===== src/rtl/dpks_pkg.sv =====
package dpks_pkg;

  localparam int FEAT_LEN    = 512;
  localparam int GALLERY_MAX = 4096;
  localparam int K_MAX       = 16;

  localparam int VAL_W   = 16;
  localparam int PROD_W  = 2 * VAL_W;
  localparam int SCORE_W = 41;
  localparam int IDX_W   = 12;
  localparam int RANK_W  = 4;
  localparam int TOPK_W  = 5;
  localparam int CMD_W   = 2;

  localparam int POS_W  = $clog2(FEAT_LEN + 1);
  localparam int ADDR_W = (FEAT_LEN > 1) ? $clog2(FEAT_LEN) : 1;
  localparam int GCNT_W = $clog2(GALLERY_MAX + 1);
  localparam int K_W    = $clog2(K_MAX + 1);

  localparam int IN_TDATA_W  = 16;
  localparam int OUT_TDATA_W = 64;

  localparam logic [CMD_W-1:0] CMD_QUERY   = 2'd0;
  localparam logic [CMD_W-1:0] CMD_GALLERY = 2'd1;
  localparam logic [CMD_W-1:0] CMD_REPORT  = 2'd2;

  localparam logic [TOPK_W-1:0] TOPK_RESET = 5'd5;

  typedef struct packed {
    logic              valid;
    logic [CMD_W-1:0]  cmd;
    logic [VAL_W-1:0]  value;
    logic              last;
  } item_t;

  typedef struct packed {
    logic               valid;
    logic [SCORE_W-1:0] score;
    logic [IDX_W-1:0]   index;
  } entry_t;

endpackage


===== src/rtl/dpks_cell.sv =====
module dpks_cell (
  input  logic             clk_i,
  input  logic             rst_ni,
  input  dpks_pkg::entry_t ins_i,
  input  dpks_pkg::entry_t left_i,
  input  logic             left_ge_i,
  input  dpks_pkg::entry_t right_i,
  input  logic             shift_i,
  input  logic             clear_i,
  output dpks_pkg::entry_t ent_o,
  output logic             ge_o
);

  dpks_pkg::entry_t ent_q;

  // equal score stays ahead of the newcomer
  assign ge_o = ent_q.valid && (ent_q.score >= ins_i.score);

  always_ff @(posedge clk_i or negedge rst_ni) begin
    if (!rst_ni) begin
      ent_q <= '0;
    end else if (clear_i) begin
      ent_q.valid <= 1'b0;
    end else if (shift_i) begin
      ent_q <= right_i;
    end else if (ins_i.valid && !ge_o) begin
      ent_q <= left_ge_i ? ins_i : left_i;
    end
  end

  assign ent_o = ent_q;

endmodule


===== src/rtl/dpks_rank.sv =====
module dpks_rank (
  input  logic                                clk_i,
  input  logic                                rst_ni,
  input  dpks_pkg::entry_t                    ins_i,
  input  logic                                rep_i,
  input  logic [dpks_pkg::TOPK_W-1:0]         top_k_i,
  input  logic                                m_ready_i,
  output logic                                m_valid_o,
  output logic [dpks_pkg::OUT_TDATA_W-1:0]    m_data_o,
  output logic                                m_last_o,
  output logic                                m_user_o
);

  typedef enum logic {ST_IDLE, ST_DRAIN} state_e;

  state_e state_q;
  logic [dpks_pkg::K_W-1:0]    rem_q, k_eff;
  logic [dpks_pkg::RANK_W-1:0] rank_q;
  logic                        m_valid_q, m_last_q, m_user_q;
  logic [dpks_pkg::OUT_TDATA_W-1:0] m_data_q;

  dpks_pkg::entry_t ent   [dpks_pkg::K_MAX];
  dpks_pkg::entry_t left  [dpks_pkg::K_MAX];
  dpks_pkg::entry_t right [dpks_pkg::K_MAX];
  logic [dpks_pkg::K_MAX-1:0] ge, left_ge;
  logic load, last_sel;

  always_comb begin
    if (top_k_i == '0) begin
      k_eff = dpks_pkg::K_W'(1);
    end else if (int'(top_k_i) > dpks_pkg::K_MAX) begin
      k_eff = dpks_pkg::K_W'(dpks_pkg::K_MAX);
    end else begin
      k_eff = dpks_pkg::K_W'(top_k_i);
    end
  end

  assign load     = (state_q == ST_DRAIN) && (!m_valid_q || m_ready_i);
  assign last_sel = (rem_q == dpks_pkg::K_W'(1)) || !right[0].valid;

  for (genvar i = 0; i < dpks_pkg::K_MAX; i++) begin : g_cell
    if (i == 0) begin : g_head
      assign left[i]    = '0;
      assign left_ge[i] = 1'b1;
    end else begin : g_body
      assign left[i]    = ent[i-1];
      assign left_ge[i] = ge[i-1];
    end
    if (i == dpks_pkg::K_MAX - 1) begin : g_tail
      assign right[i] = '0;
    end else begin : g_mid
      assign right[i] = ent[i+1];
    end

    dpks_cell u_cell (
      .clk_i     (clk_i),
      .rst_ni    (rst_ni),
      .ins_i     (ins_i),
      .left_i    (left[i]),
      .left_ge_i (left_ge[i]),
      .right_i   (right[i]),
      .shift_i   (load),
      .clear_i   (load && last_sel),
      .ent_o     (ent[i]),
      .ge_o      (ge[i])
    );
  end

  always_ff @(posedge clk_i or negedge rst_ni) begin
    if (!rst_ni) begin
      state_q   <= ST_IDLE;
      rem_q     <= '0;
      rank_q    <= '0;
      m_valid_q <= 1'b0;
      m_data_q  <= '0;
      m_last_q  <= 1'b0;
      m_user_q  <= 1'b0;
    end else begin
      case (state_q)
        ST_IDLE: begin
          if (rep_i && !ent[0].valid) begin
            m_valid_q <= 1'b1;
            m_data_q  <= '0;
            m_last_q  <= 1'b1;
            m_user_q  <= 1'b1;
          end else begin
            if (m_ready_i) begin
              m_valid_q <= 1'b0;
            end
            if (rep_i) begin
              state_q <= ST_DRAIN;
              rem_q   <= k_eff;
              rank_q  <= '0;
            end
          end
        end
        ST_DRAIN: begin
          if (load) begin
            m_valid_q <= 1'b1;
            m_data_q  <= dpks_pkg::OUT_TDATA_W'({rank_q, ent[0].score, ent[0].index});
            m_last_q  <= last_sel;
            m_user_q  <= 1'b0;
            rank_q    <= rank_q + 1'b1;
            rem_q     <= rem_q - 1'b1;
            if (last_sel) begin
              state_q <= ST_IDLE;
            end
          end
        end
        default: begin
          state_q <= ST_IDLE;
        end
      endcase
    end
  end

  assign m_valid_o = m_valid_q;
  assign m_data_o  = m_data_q;
  assign m_last_o  = m_last_q;
  assign m_user_o  = m_user_q;

endmodule


===== config.mk =====
export PLATFORM = sky130hd
export DESIGN_NAME = dpks_rank
export DESIGN_NICKNAME = d
export VERILOG_FILES = /design/src/rtl/dpks_pkg.sv /design/src/rtl/dpks_cell.sv /design/src/rtl/dpks_rank.sv
export SDC_FILE = /design/constraint.sdc
export NUM_CORES = 2
export LEC_CHECK = 0
export ABC_AREA = 1
export BUFFER_PORTS_ARGS = -buffer_cell sky130_fd_sc_hd__buf_2
export CORE_ASPECT_RATIO = 1.2
export CORE_UTILIZATION = 42
export CTS_BUF_LIST = sky130_fd_sc_hd__clkbuf_2 sky130_fd_sc_hd__clkbuf_4 sky130_fd_sc_hd__clkbuf_8
export DETAILED_ROUTE_END_ITERATION = 12
export GPL_TIMING_DRIVEN = 0
export HOLD_SLACK_MARGIN = 0.05
export SLEW_MARGIN = 20
export SYNTH_ARGS = -nofsm -noshare
export SYNTH_HDL_FRONTEND = slang
export SYNTH_HIERARCHICAL = 1
export SYNTH_SLANG_ARGS = --single-unit

===== constraint.sdc =====
create_clock -name clk_i -period 6.4 [get_ports clk_i]
set_input_delay 1.28 -clock clk_i [delete_from_list [all_inputs] [get_ports clk_i]]
set_output_delay 1.28 -clock clk_i [all_outputs]
set_load 0.02 [all_outputs]

==> summary.txt <==
Worst setup path
  – Critical Path Fanout Max: 16
  – Worst path max stage delay: approximately 0.58 ns
  – CP Launch Type: primary input
  – WP data required: 7.27 ns
  – CP endpoint kind: register
  – Slowest CP cell: clkbuf_1
  – Cell Chain, Critical Path: buf_2 > inv_1 > ha_1 > nand2_1 > nor2_1 > nand2_1 > nor2_2 > nand2_1 > nor2_1 > nand2_1 > nand3_2 > nand2_2 > inv_1 > buf_2 > clkbuf_1 > o21ai_0 > o21ai_0 > nand3_1 > nand2_1
  – Crit path DAT: between 5 and 6 ns
  – Crit-path most repeated cell: nand2_1
  – Critical path type: primary input to register

Synth
  – Cell Area, Synth: about 76000 sq um
  – Gate Count Post-Synth: around 11000
  – Ys Warns: 6
  – Post-Syn Area per Cell: roughly 7 sq um

CTS
  – Post-CTS repair timing setup buffer count: 0
  – H-tree levels: 4
  – Clk sinks: a little over 900
  – Worst-path clk slew: about 0.06 ns
  – Post-CTS sizing: 0
  – CTS Buf Count: between 150 and 200
  – Root buffer cell: clkbuf_8
  – Hold_buf cts: 0
  – CTS tree: yes
  – Worst-Skew Late Latency: approximately 0.96 ns
  – Clock Path Buffers: 3

Timing
  – Final Cycle Share: approximately two thirds
  – Final setup fails: 0
  – RSZ-0062 raised after global routing: no
  – Rel. slew slack: 24.4%
  – Actual slew at the worst max-slew pin: around 1.1 ns
  – Max Fclk: around 230 MHz
  – Clock skew: around 0.041 ns
  – Final hold vios: 0
  – Crit path time final: around 4.4 ns
  – Setup TNS: 0 ns
  – Final Max Slew Viols: 0

Die
  – Die Footprint: 183000 sq um
  – Top Ports: 130
  – Row cnt: roughly 170
  – Initial Util: between 40% and 50%
  – Die Width: about 390 microns
  – Core Region: between 150000 and 200000 sq um
  – Die height: 469 microns

Job
  – Max-cap violations: 0

Layout
  – Area Growth Syn to Fin: 10.7%
  – Share of cells above drive strength 1: about 14%
  – Fill cells: between 15000 and 20000
  – Layout Nets: 12100
  – Fin util: a little under half

Drt
  – Drt initial violations: roughly 3900
  – Total number of vias: 72100
  – Total routed wirelength: approximately 260000 microns
  – TritonRoute pass-1 iters: 5
  – DRT antenna net count: 0
  – Per-cell routed wire length: around 19 microns
  – Via-to-Cell Ratio: slightly above 5
  – DRC violations left: 0

Place
  – Gp weighted congestion: 0.986
  – IO Port Bufs: 122
  – Post-DP HPWL: between 200000 and 250000 microns

GRT
  – GRT Overall Usage: 28.3%
  – First-pass GRT wire length: approximately 400000 microns
  – Largest net degree at the start of global routing: roughly 130
  – Gr ovfl total: 0
  – Initial antenna violation count: 5
  – Vias in the first global route: 71800

Power
  – Worst VDD drop: ~0.27 mV
  – Pwr dens: 397 nW/um^2
  – Total power: approximately 34 mW
  – Leakage power: roughly 43 nW

Worst hold path
  – Worst min-delay path category: primary input to async pin

Status
  – Outcome: finished clean
[placed cells by master, fill, tap and decap left out, types with 4 or more instances in the layout]
master / count
a21boi_0: 16
a21boi_1: 16
a21o_1: 16
a21oi_1: 243
buf_1: 64
buf_12: 81
buf_16: 8
buf_2: 253
buf_4: 12
buf_6: 4
bufinv_16: 5
clkbuf_1: 336
clkbuf_4: 57
clkbuf_8: 221
clkinv_2: 15
clkinvlp_4: 8
conb_1: 119
dfrtp_1: 934
diode_2: 4
ha_1: 659
inv_1: 944
mux2i_1: 224
nand2_1: 3465
nand2_2: 865
nand2_4: 16
nand2_8: 16
nand3_1: 936
nand3_2: 17
nand3b_1: 16
nand4_1: 16
nor2_1: 281
nor2_2: 32
nor2_4: 16
o21a_1: 16
o21ai_0: 1546
o21ai_1: 16
[metal layers]
layer / wire length, microns / up-vias / GRT usage [%] / share of wire, %
met4: 23400 / 0 / 23.2 / 8.9
met3: 9080 / 740 / 2.94 / 3.5
met2: 132000 / 1897 / 52.0 / 51
met5: 0 / - / 0 / 0
li1: - / 36200 / - / -
met1: 96500 / 33300 / 29.1 / 37
[critical path: cells and delay by family]
family,cells,cell delay (ns)
buffers and inverters,5,1.80
and+or+nand+nor,11,1.36
AOI/OAI and AO/OA,2,0.42
adders and majority gates,1,0.31
[state kept, by name, indices dropped and copies added, names as in the netlist]
| register | cells |
|---|---|
| rem_q | 5 |
| g_cell.u_cell/ent_o | 864 |
| state_q | 1 |
| rank_q | 4 |
| m_user_o | 1 |
| m_last_o | 1 |
| m_data_o | 57 |
| m_valid_o | 1 |
[path summary, 6_finish.rpt]
check	start	end	slack, ns	cells past startpoint
hold / removal	rst_ni	g_cell[15].u_cell/ent_o[26]	0.24	1
max in group asynchronous	rst_ni	g_cell[0].u_cell/ent_o[10]	2.92	6
min in group clk_i	m_data_o[11]	m_data_o[11]	0.47	2
setup reg to reg	g_cell[5].u_cell/ent_o[50]	g_cell[6].u_cell/ent_o[35]	2.51	17
setup / recovery	ins_i[49]	g_cell[6].u_cell/ent_o[35]	2.03	19
hold reg to reg	m_data_o[11]	m_data_o[11]	0.47	2
[metrics by stage]
stage,worst slack [ns],cell area [sq um],std cells,hold WS (ns)
floorplan,3.06,76700,11100,0.455
global placement,-17.19,80400,13600,0.451
detailed placement,1.25,80600,13600,0.457
CTS,2.29,84400,13900,0.259
global route,1.93,84400,13900,0.288
finish,2.03,84400,13900,0.242
[report_power, final]
part | switching, mW | internal (mW) | leakage, nW
sequential | 2.74 | 8.01 | 12.4
combinational | 10.5 | 5.83 | 28.1
clock | 2.80 | 3.63 | 2.01
total | 16.0 | 17.5 | 42.5
[final cells by class]
class | instances | area (sq um) | share of cell area [%]
diodes | 4 | 10.0 | 0.0119
plain buffers | 628 | 3900 | 4.62
clock buffers | 278 | 3470 | 4.11
clock inverters | 33 | 334 | 0.396
inverters | 946 | 3550 | 4.21
multi-input cells | 8550 | 45900 | 54.4
flip-flops and latches | 934 | 23400 | 27.7
well taps | 2422 | 3030 | 3.59
repair buffers | 130 | 846 | 1.00
Power figures use the tool's default switching activity.
